==> src/cdt_pkg.sv <==
// ----------------------------------------------------------------------------
// cdt_pkg
// Types, codes and reset constants of the countdown timer table.
// ----------------------------------------------------------------------------
package cdt_pkg;

    localparam int TIMER_SLOTS_DEF = 8;
    localparam int TIME_BITS_DEF   = 48;

    localparam logic [31:0] MIN_DURATION_RST = 32'd1000;
    localparam logic [31:0] MAX_DURATION_RST = 32'd86400000;
    localparam logic [31:0] U32_MAX          = 32'hFFFF_FFFF;

    localparam logic [0:0] CFG_MIN_DURATION = 1'd0;
    localparam logic [0:0] CFG_MAX_DURATION = 1'd1;

    typedef enum logic [2:0] {
        OP_TICK    = 3'd0,
        OP_CREATE  = 3'd1,
        OP_PAUSE   = 3'd2,
        OP_RESUME  = 3'd3,
        OP_CANCEL  = 3'd4,
        OP_RESTART = 3'd5
    } opcode_t;

    typedef enum logic [2:0] {
        RC_OK       = 3'd0,
        RC_INVALID  = 3'd1,
        RC_ABSENT   = 3'd2,
        RC_CONFLICT = 3'd3,
        RC_CAPACITY = 3'd4
    } status_t;

    typedef enum logic [1:0] {
        ST_UNUSED  = 2'd0,
        ST_RUNNING = 2'd1,
        ST_PAUSED  = 2'd2,
        ST_EXPIRED = 2'd3
    } slot_state_t;

    typedef enum logic [3:0] {
        FSM_IDLE,
        FSM_SCAN_RD,
        FSM_SCAN,
        FSM_SWEEP_RD,
        FSM_SWEEP,
        FSM_FIND_RD,
        FSM_FIND,
        FSM_APPLY,
        FSM_VIEW_RD,
        FSM_VIEW,
        FSM_OUT
    } fsm_t;

    typedef struct packed {
        logic [2:0]               opcode;
        logic [TIME_BITS_DEF-1:0] now_ms;
        logic [31:0]              duration_in;
        logic [31:0]              target_id;
        logic [31:0]              expected_rev;
    } cmd_t;

    typedef struct packed {
        logic [2:0]               status;
        logic [5:0]               expired_count;
        logic [31:0]              view_id;
        logic [31:0]              view_revision;
        logic [31:0]              view_duration;
        logic [31:0]              view_occurrence;
        logic [TIME_BITS_DEF-1:0] view_deadline;
        logic [31:0]              view_remaining;
        logic [1:0]               view_state;
        logic                     view_alert;
        logic [31:0]              table_revision;
    } rsp_t;

    // slot entry held in memory, deadline stored at full 64-bit max width
    typedef struct packed {
        logic [1:0]  state;
        logic [31:0] id;
        logic [31:0] revision;
        logic [31:0] duration;
        logic [31:0] occurrence;
        logic [63:0] deadline;
        logic [31:0] paused_left;
        logic        alert;
    } slot_t;

endpackage

==> src/countdown_timer_table.sv <==
// Tick scans and sweeps every slot; pause, cancel and restart sweep and then search the table;
// create and resume only search it. Cancel and a change refused after the search skip the view
// read, and a command rejected at once goes straight to the result.
// One command at a time: input stalls until the cycle after the result transfer.
// After reset the slot valid bits clear at once so unused slots read as zero;
// registers reset to 1000 and 86400000; revision, id and occurrence reset to one.
// ----------------------------------------------------------------------------
// countdown_timer_table
// Table of countdown timers updated by commands through a one-port slot memory.
// ----------------------------------------------------------------------------
module countdown_timer_table #(
    parameter int TIMER_SLOTS = cdt_pkg::TIMER_SLOTS_DEF
) (
    input  logic          clk,
    input  logic          rst_n,
    input  logic          cfg_we,
    input  logic [0:0]    cfg_index,
    input  logic [31:0]   cfg_data,
    input  logic          in_valid,
    output logic          in_stall,
    input  cdt_pkg::cmd_t in_data,
    output logic          out_valid,
    input  logic          out_stall,
    output cdt_pkg::rsp_t out_data
);

    localparam int TIME_BITS = cdt_pkg::TIME_BITS_DEF;
    localparam int SW = (TIMER_SLOTS > 1) ? $clog2(TIMER_SLOTS) : 1;
    localparam int CW = $clog2(TIMER_SLOTS + 1);
    localparam logic [63:0] TIME_MASK = 64'hFFFF_FFFF_FFFF_FFFF >> (64 - TIME_BITS);
    localparam logic [SW-1:0] LAST = SW'(TIMER_SLOTS - 1);

    cdt_pkg::slot_t mem [TIMER_SLOTS];
    logic [TIMER_SLOTS-1:0] vld_reg;
    cdt_pkg::slot_t rd_q;
    cdt_pkg::slot_t rd;
    logic [SW-1:0] addr;
    logic          we;
    cdt_pkg::slot_t wdata;

    cdt_pkg::fsm_t state_reg, state_next;
    cdt_pkg::cmd_t cmd_reg;
    cdt_pkg::rsp_t rsp_reg, rsp_next;
    logic [SW-1:0] idx_reg, idx_next;
    logic [CW-1:0] due_reg, due_next;
    logic          blk_reg, blk_next;
    logic          hit_reg, hit_next;
    logic [SW-1:0] hidx_reg, hidx_next;
    logic          free_reg, free_next;
    logic [SW-1:0] fidx_reg, fidx_next;
    logic [31:0]   grev_reg, grev_next;
    logic [31:0]   nid_reg, nid_next;
    logic [31:0]   nocc_reg, nocc_next;
    logic [31:0]   min_reg, max_reg;

    logic [63:0] now;
    logic        due_now;
    logic [63:0] left64;
    logic [31:0] left;
    logic [63:0] addv;
    logic [63:0] sum;
    logic        ovf;
    logic        tick_op, sweep_op, chg_op;

    assign now = 64'(cmd_reg.now_ms) & TIME_MASK;
    assign rd  = rd_q;
    assign tick_op  = cmd_reg.opcode == cdt_pkg::OP_TICK;
    assign chg_op   = cmd_reg.opcode inside {cdt_pkg::OP_PAUSE, cdt_pkg::OP_RESUME,
                                             cdt_pkg::OP_CANCEL, cdt_pkg::OP_RESTART};
    assign sweep_op = tick_op || (chg_op && cmd_reg.opcode != cdt_pkg::OP_RESUME);
    assign due_now  = rd.state == cdt_pkg::ST_RUNNING && now >= rd.deadline;

    always_comb
    begin
        left64 = rd.deadline - now;
        if (rd.state == cdt_pkg::ST_PAUSED)
            left = rd.paused_left;
        else if (rd.state != cdt_pkg::ST_RUNNING || now >= rd.deadline)
            left = '0;
        else if (left64[63:32] != '0)
            left = cdt_pkg::U32_MAX;
        else
            left = left64[31:0];
    end

    always_comb
    begin
        case (cmd_reg.opcode)
            cdt_pkg::OP_CREATE:  addv = {32'd0, cmd_reg.duration_in};
            cdt_pkg::OP_RESUME:  addv = {32'd0, rd.paused_left};
            default:             addv = {32'd0, rd.duration};
        endcase
        sum = now + addv;
        ovf = addv > (TIME_MASK - now);
    end

    always_ff @(posedge clk)
    begin
        if (we)
            mem[addr] <= wdata;
        rd_q <= vld_reg[addr] ? mem[addr] : '0;
    end

    always_ff @(posedge clk or negedge rst_n)
    begin
        if (!rst_n)
        begin
            vld_reg <= '0;
        end
        else if (we)
        begin
            vld_reg[addr] <= 1'b1;
        end
    end

    always_ff @(posedge clk or negedge rst_n)
    begin
        if (!rst_n)
        begin
            min_reg <= cdt_pkg::MIN_DURATION_RST;
            max_reg <= cdt_pkg::MAX_DURATION_RST;
        end
        else if (cfg_we)
        begin
            case (cfg_index)
                cdt_pkg::CFG_MIN_DURATION: min_reg <= cfg_data;
                cdt_pkg::CFG_MAX_DURATION: max_reg <= cfg_data;
                default: ;
            endcase
        end
    end

    always_ff @(posedge clk or negedge rst_n)
    begin
        if (!rst_n)
        begin
            state_reg <= cdt_pkg::FSM_IDLE;
            grev_reg  <= 32'd1;
            nid_reg   <= 32'd1;
            nocc_reg  <= 32'd1;
            idx_reg   <= '0;
            due_reg   <= '0;
            blk_reg   <= 1'b0;
            hit_reg   <= 1'b0;
            hidx_reg  <= '0;
            free_reg  <= 1'b0;
            fidx_reg  <= '0;
        end
        else
        begin
            state_reg <= state_next;
            grev_reg  <= grev_next;
            nid_reg   <= nid_next;
            nocc_reg  <= nocc_next;
            idx_reg   <= idx_next;
            due_reg   <= due_next;
            blk_reg   <= blk_next;
            hit_reg   <= hit_next;
            hidx_reg  <= hidx_next;
            free_reg  <= free_next;
            fidx_reg  <= fidx_next;
        end
    end

    always_ff @(posedge clk)
    begin
        if (state_reg == cdt_pkg::FSM_IDLE && in_valid)
            cmd_reg <= in_data;
        rsp_reg <= rsp_next;
    end

    always_comb
    begin
        state_next = state_reg;
        rsp_next   = rsp_reg;
        idx_next   = idx_reg;
        due_next   = due_reg;
        blk_next   = blk_reg;
        hit_next   = hit_reg;
        hidx_next  = hidx_reg;
        free_next  = free_reg;
        fidx_next  = fidx_reg;
        grev_next  = grev_reg;
        nid_next   = nid_reg;
        nocc_next  = nocc_reg;
        addr       = idx_reg;
        we         = 1'b0;
        wdata      = rd;
        in_stall   = state_reg != cdt_pkg::FSM_IDLE;
        out_valid  = state_reg == cdt_pkg::FSM_OUT;
        out_data   = rsp_reg;
        case (state_reg)
            cdt_pkg::FSM_IDLE:
            begin
                idx_next = '0;
                due_next = '0;
                blk_next = 1'b0;
                hit_next = 1'b0;
                free_next = 1'b0;
                if (in_valid)
                    state_next = cdt_pkg::FSM_SCAN_RD;
            end
            cdt_pkg::FSM_SCAN_RD:
            begin
                rsp_next = '0;
                rsp_next.table_revision = grev_reg;
                if (cmd_reg.opcode > cdt_pkg::OP_RESTART
                    || (chg_op && cmd_reg.expected_rev == '0))
                begin
                    rsp_next.status = cdt_pkg::RC_INVALID;
                    state_next = cdt_pkg::FSM_OUT;
                end
                else if (cmd_reg.opcode == cdt_pkg::OP_CREATE
                         && (cmd_reg.duration_in < min_reg
                             || cmd_reg.duration_in > max_reg))
                begin
                    rsp_next.status = cdt_pkg::RC_INVALID;
                    state_next = cdt_pkg::FSM_OUT;
                end
                else if (sweep_op)
                    state_next = cdt_pkg::FSM_SCAN;
                else
                    state_next = cdt_pkg::FSM_FIND_RD;
            end
            cdt_pkg::FSM_SCAN:
            begin
                if (due_now)
                begin
                    due_next = due_reg + CW'(1);
                    if (rd.revision == cdt_pkg::U32_MAX)
                        blk_next = 1'b1;
                end
                if (idx_reg == LAST)
                begin
                    if ({1'b0, grev_reg} + {{(33 - CW){1'b0}}, due_next}
                        > {1'b0, cdt_pkg::U32_MAX})
                        blk_next = 1'b1;
                    idx_next = '0;
                    due_next = '0;
                    state_next = cdt_pkg::FSM_SWEEP_RD;
                end
                else
                begin
                    idx_next = idx_reg + SW'(1);
                    state_next = cdt_pkg::FSM_SCAN;
                    addr = idx_reg + SW'(1);
                end
            end
            cdt_pkg::FSM_SWEEP_RD:
            begin
                state_next = cdt_pkg::FSM_SWEEP;
            end
            cdt_pkg::FSM_SWEEP:
            begin
                if (!blk_reg && due_now && grev_reg != cdt_pkg::U32_MAX
                    && rd.revision != cdt_pkg::U32_MAX)
                begin
                    we = 1'b1;
                    wdata.state = cdt_pkg::ST_EXPIRED;
                    wdata.paused_left = '0;
                    wdata.alert = 1'b1;
                    wdata.revision = rd.revision + 32'd1;
                    grev_next = grev_reg + 32'd1;
                    due_next = due_reg + CW'(1);
                end
                if (idx_reg == LAST)
                begin
                    idx_next = '0;
                    state_next = cdt_pkg::FSM_FIND_RD;
                end
                else
                begin
                    idx_next = idx_reg + SW'(1);
                    state_next = cdt_pkg::FSM_SWEEP_RD;
                end
            end
            cdt_pkg::FSM_FIND_RD:
            begin
                state_next = cdt_pkg::FSM_FIND;
                if (tick_op)
                begin
                    rsp_next.expired_count = 6'(due_reg);
                    rsp_next.table_revision = grev_reg;
                    state_next = cdt_pkg::FSM_OUT;
                end
            end
            cdt_pkg::FSM_FIND:
            begin
                if (!hit_reg && cmd_reg.target_id != '0 && rd.state != cdt_pkg::ST_UNUSED
                    && rd.id == cmd_reg.target_id)
                begin
                    hit_next = 1'b1;
                    hidx_next = idx_reg;
                end
                if (!free_reg && rd.state == cdt_pkg::ST_UNUSED)
                begin
                    free_next = 1'b1;
                    fidx_next = idx_reg;
                end
                if (idx_reg == LAST)
                    state_next = cdt_pkg::FSM_APPLY;
                else
                begin
                    idx_next = idx_reg + SW'(1);
                    state_next = cdt_pkg::FSM_FIND_RD;
                end
                addr = (cmd_reg.opcode == cdt_pkg::OP_CREATE) ? fidx_next : hidx_next;
            end
            cdt_pkg::FSM_APPLY:
            begin
                addr = (cmd_reg.opcode == cdt_pkg::OP_CREATE) ? fidx_reg : hidx_reg;
                state_next = cdt_pkg::FSM_VIEW_RD;
                if (cmd_reg.opcode == cdt_pkg::OP_CREATE)
                begin
                    if (grev_reg == cdt_pkg::U32_MAX || nid_reg == '0 || nocc_reg == '0
                        || ovf || !free_reg)
                    begin
                        rsp_next.status = cdt_pkg::RC_CAPACITY;
                        state_next = cdt_pkg::FSM_OUT;
                    end
                    else
                    begin
                        we = 1'b1;
                        wdata.id = nid_reg;
                        wdata.revision = 32'd1;
                        wdata.duration = cmd_reg.duration_in;
                        wdata.occurrence = nocc_reg;
                        wdata.deadline = sum;
                        wdata.paused_left = '0;
                        wdata.state = cdt_pkg::ST_RUNNING;
                        wdata.alert = 1'b0;
                        nid_next = nid_reg + 32'd1;
                        nocc_next = nocc_reg + 32'd1;
                        grev_next = grev_reg + 32'd1;
                    end
                end
                else if (!hit_reg)
                begin
                    rsp_next.status = cdt_pkg::RC_ABSENT;
                    state_next = cdt_pkg::FSM_OUT;
                end
                else if (rd.revision != cmd_reg.expected_rev
                    || (cmd_reg.opcode == cdt_pkg::OP_PAUSE && rd.state != cdt_pkg::ST_RUNNING)
                    || (cmd_reg.opcode == cdt_pkg::OP_RESUME && rd.state != cdt_pkg::ST_PAUSED)
                    || (cmd_reg.opcode == cdt_pkg::OP_CANCEL && rd.state == cdt_pkg::ST_EXPIRED)
                    || (cmd_reg.opcode == cdt_pkg::OP_RESTART
                        && rd.state != cdt_pkg::ST_EXPIRED))
                begin
                    rsp_next.status = cdt_pkg::RC_CONFLICT;
                    state_next = cdt_pkg::FSM_OUT;
                end
                else if (grev_reg == cdt_pkg::U32_MAX || rd.revision == cdt_pkg::U32_MAX
                    || (cmd_reg.opcode == cdt_pkg::OP_RESUME && ovf)
                    || (cmd_reg.opcode == cdt_pkg::OP_RESTART && (nocc_reg == '0 || ovf)))
                begin
                    rsp_next.status = cdt_pkg::RC_CAPACITY;
                    state_next = cdt_pkg::FSM_OUT;
                end
                else
                begin
                    we = 1'b1;
                    grev_next = grev_reg + 32'd1;
                    wdata.revision = rd.revision + 32'd1;
                    case (cmd_reg.opcode)
                        cdt_pkg::OP_PAUSE:
                        begin
                            wdata.paused_left = left;
                            wdata.deadline = '0;
                            wdata.state = cdt_pkg::ST_PAUSED;
                        end
                        cdt_pkg::OP_RESUME:
                        begin
                            wdata.deadline = sum;
                            wdata.paused_left = '0;
                            wdata.state = cdt_pkg::ST_RUNNING;
                        end
                        cdt_pkg::OP_CANCEL:
                        begin
                            wdata = '0;
                            state_next = cdt_pkg::FSM_OUT;
                        end
                        default:
                        begin
                            wdata.occurrence = nocc_reg;
                            nocc_next = nocc_reg + 32'd1;
                            wdata.deadline = sum;
                            wdata.paused_left = '0;
                            wdata.state = cdt_pkg::ST_RUNNING;
                            wdata.alert = 1'b0;
                        end
                    endcase
                end
                rsp_next.table_revision = grev_next;
            end
            cdt_pkg::FSM_VIEW_RD:
            begin
                addr = (cmd_reg.opcode == cdt_pkg::OP_CREATE) ? fidx_reg : hidx_reg;
                state_next = cdt_pkg::FSM_VIEW;
            end
            cdt_pkg::FSM_VIEW:
            begin
                addr = (cmd_reg.opcode == cdt_pkg::OP_CREATE) ? fidx_reg : hidx_reg;
                rsp_next.view_id = rd.id;
                rsp_next.view_revision = rd.revision;
                rsp_next.view_duration = rd.duration;
                rsp_next.view_occurrence = rd.occurrence;
                rsp_next.view_deadline = rd.deadline[TIME_BITS-1:0];
                rsp_next.view_remaining = left;
                rsp_next.view_state = rd.state;
                rsp_next.view_alert = rd.alert;
                state_next = cdt_pkg::FSM_OUT;
            end
            cdt_pkg::FSM_OUT:
            begin
                if (!out_stall)
                    state_next = cdt_pkg::FSM_IDLE;
            end
            default:
                state_next = cdt_pkg::FSM_IDLE;
        endcase
    end

endmodule

==> config.mk <==
export PLATFORM = sky130hd
export DESIGN_NAME = countdown_timer_table
export DESIGN_NICKNAME = d
export VERILOG_FILES = /design/src/cdt_pkg.sv /design/src/countdown_timer_table.sv
export SDC_FILE = /design/constraint.sdc
export NUM_CORES = 2
export LEC_CHECK = 0
export BUFFER_PORTS_ARGS = -buffer_cell sky130_fd_sc_hd__buf_2
export CORE_UTILIZATION = 45
export DETAILED_ROUTE_END_ITERATION = 10
export PLACE_DENSITY = 0.6
export REMOVE_ABC_BUFFERS = 1
export SYNTH_ARGS = -nofsm -noshare
export SYNTH_HDL_FRONTEND = slang
export SYNTH_SLANG_ARGS = --single-unit
==> constraint.sdc <==
create_clock -name clk -period 34.6 [get_ports clk]
set_input_delay 0 -clock clk [delete_from_list [all_inputs] [get_ports clk]]
set_output_delay 0 -clock clk [all_outputs]
set_load 0.01 [all_outputs]
# --- After elaboration in Yosys (flattened, before gate mapping) ---
# Memories as Yosys holds them, arrays and structs flattened. A register that Yosys moved wholly into a read port is not among the register bits.
# Cells that the tools add are included.
op_classes:
  addsub: 10
  n_lt_le_gt_ge: 8
  n_eq_ne: 41
  mux: 99
  bitwise: 3
  n_reduce_logical: 76
op_table:
  columns: ["op", "n"]
  rows:
  - ["two-way mux 227 bit", 5]
  - ["two-way mux 32 bit", 18]
  - ["case mux 211 bit (2 select lines)", 1]
  - ["case mux 32 bit (2 select lines)", 4]
  - ["case mux 96 bit (2 select lines)", 1]
  - ["adder 32 x 1 -> 32 bit (second input constant)", 4]
  - ["two-way mux 128 bit", 1]
  - ["zero test 32 bit", 3]
  - ["two-way mux 96 bit", 1]
  - ["case mux 32 bit (3 select lines)", 1]
  - ["case mux 33 bit (2 select lines)", 1]
  - ["adder 48 x 64 -> 64 bit", 1]
  - ["== test 32 bit (second input constant)", 2]
  - [">= comparator 48 x 64 -> 1 bit", 1]
  - ["greater-than comparator 64 bit", 1]
  - ["inequality test 32 bit (second input constant)", 2]
  - ["nonzero test 32 bit", 2]
  - ["subtractor 64 x 48 -> 64 bit", 1]
  - ["subtractor 48 x 48 -> 49 bit (first input constant)", 1]
  - ["case mux 4 bit (11 select lines)", 1]
  - ["two-way mux 4 bit", 10]
  - ["two-way mux 3 bit", 13]
  - ["adder 32 x 4 -> 33 bit", 1]
  - ["greater-than comparator 33 x 32 -> 1 bit (second input constant)", 1]
  - ["51 further kinds", 160]
totals:
  ff_bits: 587
  ramBits: 1816
  inputBits: 185
  output_inout_bits: 254
  elab_cells: 268
  memories: 1
memory_table:
  columns: ["memory", "depth", "width", "read_ports", "rd_ports_with_merged_regs", "wr", "line", "source"]
  rows:
  - ["mem", 8, 227, 1, 1, 1, "countdown_timer_table.sv:33", "cdt_pkg::slot_t mem [TIMER_SLOTS];"]

# --- Logic depth before layout (Yosys ltp) ---
logic_depth:
  word_depth: 13
  ltp_mapped: 22
  mapped_depth_nobuf: 17

# --- Least setup slack after synthesis ---
# OpenSTA, ideal clock, no wires.
synth_path:
  path_kind: "reg-to-reg"
  from: "register cmd_reg[145] (netlist bit)"
  to: "register vld_reg[3]"
  setup_ns: 0.182
  arrival_ns: 27.458
  required_time_ns: 34.418
  path_slack_ns: 6.959
  path_stages_with_launch: 20
  n_path_buf: 6
  period_less_slack_ns: 27.641
  path_cell_list: "edfxtp_1 clkbuf_1 clkbuf_1 buf_1 mux2i_1 o21ai_0 ha_1 clkbuf_1 nand3_1 or4_1 nor4_1 nor2_1 o311ai_0 and3_1 clkbuf_1 and2_1 o21ai_1 clkbuf_1 nor4_1 or2_2"
synth_via:
  elab_chain_len: 11
  word_cells_on_any_way: 37
  cone_classes: "order compare (3); eq/ne (5); mux (12); bitwise (1); reduce/logical (16)"
synth_rtl:
  columns: ["element", "line", "source"]
  rows:
  - ["start: declaration", "countdown_timer_table.sv:42", "cdt_pkg::cmd_t cmd_reg;"]
  - ["start signal: assignment", "countdown_timer_table.sv:168", "cmd_reg <= in_data;"]
  - ["== test 3 x 2 -> 1 bit / == test 3 x 1 -> 1 bit (equally long branches)", null, null]
  - ["case mux 32 bit (2 select lines)", "countdown_timer_table.sv:88", "case (cmd_reg.opcode)"]
  - ["greater-than comparator 64 bit", "countdown_timer_table.sv:94", "ovf = addv > (TIME_MASK - now);"]
  - ["logical AND 1 bit / logical OR 1 bit (equally long branches)", "countdown_timer_table.sv:353, countdown_timer_table.sv:354", null]
  - ["logical OR 1 bit / logical AND 1 bit (equally long branches)", "countdown_timer_table.sv:353, countdown_timer_table.sv:354", null]
  - ["logical OR 1 bit", "countdown_timer_table.sv:354", "|| (cmd_reg.opcode == cdt_pkg::OP_RESTART && (nocc_reg == '0 || ovf)))"]
  - ["two-way mux 1 bit", "countdown_timer_table.sv:352", "else if (grev_reg == cdt_pkg::U32_MAX || rd.revision == cdt_pkg::U32_MAX"]
  - ["two-way mux 1 bit", "countdown_timer_table.sv:342", "else if (rd.revision != cmd_reg.expected_rev"]
  - ["two-way mux 1 bit", "countdown_timer_table.sv:337", "else if (!hit_reg)"]
  - ["two-way mux 1 bit", "countdown_timer_table.sv:313", "if (cmd_reg.opcode == cdt_pkg::OP_CREATE)"]
  - ["case mux 1 bit (2 select lines)", "countdown_timer_table.sv:192", "case (state_reg)"]
  - ["end signal: assignment", "countdown_timer_table.sv:108", "vld_reg <= '0;"]
  - ["end signal: indexed assignment", "countdown_timer_table.sv:112", "vld_reg[addr] <= 1'b1;"]
  - ["end: declaration", "countdown_timer_table.sv:34", "logic [TIMER_SLOTS-1:0] vld_reg;"]
# Several ways; a longest one is shown, not always the timed one.
# A chain may end at the register's enable or synchronous reset.

# --- Final worst setup path ---
layout_path:
  from: "register cmd_reg[146] (netlist bit)"
  to: "memory mem[2][51] (netlist bit) (enable)"
layout_via:
  elab_chain_len: 13
  word_cells_on_any_way: 33
  cone_classes: "order compare (1); eq/ne (5); mux (12); reduce/logical (15)"
layout_rtl:
  columns: ["element", "line", "source"]
  rows:
  - ["== test 3 x 2 -> 1 bit / == test 3 x 1 -> 1 bit (equally long branches)", null, null]
  - ["case mux 32 bit (2 select lines)", "countdown_timer_table.sv:88", null]
  - ["greater-than comparator 64 bit", "countdown_timer_table.sv:94", null]
  - ["logical AND 1 bit / logical OR 1 bit (equally long branches)", "countdown_timer_table.sv:353, countdown_timer_table.sv:354", null]
  - ["logical OR 1 bit / logical AND 1 bit (equally long branches)", "countdown_timer_table.sv:353, countdown_timer_table.sv:354", null]
  - ["logical OR 1 bit", "countdown_timer_table.sv:354", null]
  - ["two-way mux 1 bit", "countdown_timer_table.sv:352", null]
  - ["two-way mux 1 bit", "countdown_timer_table.sv:342", null]
  - ["two-way mux 1 bit", "countdown_timer_table.sv:337", null]
  - ["two-way mux 1 bit", "countdown_timer_table.sv:313", null]
  - ["case mux 1 bit (2 select lines)", "countdown_timer_table.sv:192", null]
  - ["two-way mux 1 bit", "countdown_timer_table.sv:99", "if (we)"]
  - ["two-way mux 1 bit (not written as such)", "countdown_timer_table.sv:100", "mem[addr] <= wdata;"]
  - ["end: declaration", "countdown_timer_table.sv:33", null]
# Several ways; a longest one is shown, not always the timed one.

==> impl_metrics.yaml <==
status:
  run_status: "complete, but fails checks"
  violations: "max-capacitance violations"
worst_hold_path:
  hp-class: "in2reg"
floorplan:
  io_pins: 439
  core-area_sq_um: 246000
  rows: 182
  start_util_pct: 45.3
  die_w_microns: 500
  die_h_microns: 500
  die_area_sq_um: 250000
clock_tree:
  cts.path.max_buffers: 4
  cts_resized: 0
  cts_htree_levels: 5
  cts_sinks: 2628
  numCtsBuffers: 297
  post_cts_buffers: 0
  cts.clk_slew.worst_paths_ps: 60
  cts_tree: "built"
  insertion_delay_ps: 940
  cts_root_buffer: "clkbuf_16"
power_and_ir_drop:
  seqPwrFrac_pct: 35.6
  p_comb_share_pct: 37.7
  switchingPower_mw: 4.58
  powerDensity_nw_per_um2: 88.8
  swShare_pct: 39.5
  ir_drop_uv: 184
  p_leak_nw: 47.7
  intPower_mw: 7.02
  clockPowerShare_pct: 26.7
global_route:
  grt_pass1_vias: 76500
  grt_usage_pct: 26.5
  grt-ovfl-total: 0
  grt_max_degree: 221
  grt_pass1_wl_mm: 497
  antenna_found_initial: 20
yosys:
  synth_cells: 9499
  syn_area_sq_um: 112000
  synth_top_area_cell: "edfxtp_1"
  async_reset_ff_share_pct: 7.15
  synth_ff_type: "edfxtp_1"
  synth_edf_count: 2213
  synthDistinctLibCells: 90
  syn_avg_cell_area_sq_um: 11.8
  synthTopCellsByArea: "edfxtp_1 60%, nor2_1 5.2%, nand2_1 4.5%"
  yosys.area.top_type_share_pct: 59.5
  ys_warn_count: 0
  seq_area_frac_synth_pct: 67.8
  ys_ff_latch: 2628
routing:
  dr.first_iter.drc_count: 8049
  drt-total-wl_mm: 337
  wl_met2_mm: 157
  antenna_left: 0
  wl_per_cell_microns: 24.6
  drt_pre_antenna_iters: 6
  vias: 78300
  wl_met3_mm: 24.5
  vias_per_cell: 5.71
  m1WireLength_mm: 141
  drc_errors: 0
  top_layer_used: "met5"
finish:
  drive_above_1_share_pct: 10.8
  area_growth_pct: 17.0
  regMostFlops: "mem"
  seqCellArea_sq_um: 75700
  multi_input_area_sq_um: 33400
  fin_cells: 13700
  final_cell_mix: "2213 x edfxtp_1, 1536 x nor2_1, 1350 x nand2_1, 565 x nand3_1, 468 x o211ai_1"
  fin_nets: 10500
  largest_reg_flops: 1816
  final_common_cell: "edfxtp_1"
  nFillCells: 20800
placed_design:
  port_buffers: 436
  place_congestion: 0.943
  dp_hpwl_mm: 203
  dp.cells: 12800
timing:
  period_share_pct: 24.6
  timing.hold.ws_ps: 49.3
  skew_ps: 73.0
  period_needed_ps: 8510
  max_slew.worst_pin.slew_ps: 1470
  hold_viol_final: 0
  slew_headroom_pct: 0.862
  rsz0062_at_grt: "no"
  setup_viol: 0
  fin_tns_setup_ps: 0
  fmax_mhz: 118
  finalMaxSlewViolations: 0
setup_path:
  cp.required_ps: 35100
  crit_path_end_kind: "flop"
  r2r-start: "cmd_reg[146]$_DFFE_PP_"
  endpoint: "mem[2][51]$_DFFE_PP_"
  cp_max_fo: 68
  reg2reg_depth: 16
  r2r_slack_ps: 26090
  worstPathArrival_ps: 9010
  critical_path_class: "reg2reg"
  worst_r2r_endpoint: "mem[2][51]$_DFFE_PP_"
  crit_start: "cmd_reg[146]$_DFFE_PP_"
  start_kind: "flop"
job:
  drv_cap: 1
worst max-delay path, stage by stage (launching register included):
cell and delay (ps):
edfxtp_1 630, nand2b_2 200, buf_4 530, o21ai_0 220, ha_1 460, nand3_1 140, or4_1 560, nor4_1 1000
nor2_1 260, o311ai_0 190, and3_1 430, nand2_1 370, a21oi_1 240, buf_4 250, and4_4 740, buf_4 870
buf_4 840
kinds of logic (layout without fill, tap and decap cells):
group | count (synthesis) | in the layout | synth area share, %
other | 1 | 4 | 0.00336
muxes | 74 | 74 | 0.703
AOI/OAI and AO/OA | 1531 | 1531 | 8.96
buffers and inverters | 722 | 1632 | 2.48
adders and majority gates | 162 | 162 | 1.83
xor gates and xnor gates | 272 | 272 | 2.13
DFF | 2628 | 2628 | 67.8
and+or+nand+nor | 4109 | 4109 | 16.0
area by class of cell:
| type | instances | area share (%) |
|---|---|---|
| Tap cell | 3312 | 3.17 |
| Clock inverter | 110 | 0.917 |
| Multi-Input combinational cell | 6150 | 25.5 |
| Sequential cell | 2628 | 58.0 |
| Inverter | 163 | 0.468 |
| Timing Repair Buffer | 952 | 5.55 |
| Antenna cell | 2 | 0.00383 |
| Clock buffer | 407 | 6.37 |
power groups by stage:
| stage | logic, mW | registers, mW | clock network (mW) |
|---|---|---|---|
| after floorplan | 5.60 | 4.18 | 0 |
| after global placement | 4.22 | 4.19 | 0 |
| after detailed placement | 4.30 | 4.19 | 0 |
| after CTS | 4.36 | 4.13 | 3.14 |
| after global routing | 4.81 | 4.15 | 3.26 |
| final | 4.38 | 4.13 | 3.10 |
how the worst min path moves through the flow:
stage	startpoint	end	slack [ps]	depth (start not counted)
finish	in_data[126]	cmd_reg[126]$_DFFE_PP_	50	2
global placement	rst_n	grev_reg[31]$_DFFE_PN0P_	80	1
global route	in_data[126]	cmd_reg[126]$_DFFE_PP_	10	2
detailed placement	rst_n	grev_reg[27]$_DFFE_PN0P_	90	1
CTS	in_data[126]	cmd_reg[126]$_DFFE_PP_	20	2
floorplan	rst_n	blk_reg$_DFFE_PN0P_	-300	0
per-stage QoR:
| stage | util, % | setup WS (ps) | total power [mW] | area, sq um |
|---|---|---|---|---|
| 6_report | 53.1 | 26090 | 11.6 | 131000 |
| 5_1_grt | 53.1 | 25790 | 12.2 | 131000 |
| 4_1_cts | 53.1 | 26350 | 11.6 | 131000 |
| 3_5_place_dp | 47.6 | 26340 | 8.48 | 117000 |
| 3_3_place_gp | 47.6 | 26530 | 8.41 | 117000 |
| 2_1_floorplan | - | -210940 | 9.78 | 109000 |
synthesized netlist by cell type (96+ instances only):
cell type and n:
clkbuf_1 523, dfrtp_1 170, nor2_1 1540, edfxtp_1 2213, a21oi_1 360, dfxtp_1 227
ha_1 158, xnor2_1 178, o211ai_1 468, and2_1 219, nand3_1 565, o21ai_0 272
nand2_1 1350, a22o_1 96, inv_1 162
metal layers:
metal | vias up | global-route usage, %
li1 | 35500 | -
met1 | 38800 | 35.8
met2 | 3289 | 42.8
met3 | 686 | 4.01
met4 | 6 | 10.9
met5 | - | 0
timing repair:
| item | in CTS | in global routing |
|---|---|---|
| hold buffers | 394 | 0 |
| endpoints found under the hold margin | 357 | 0 |
| setup endpoints to repair | 0 | 0 |
Power figures use the tool's default switching activity.
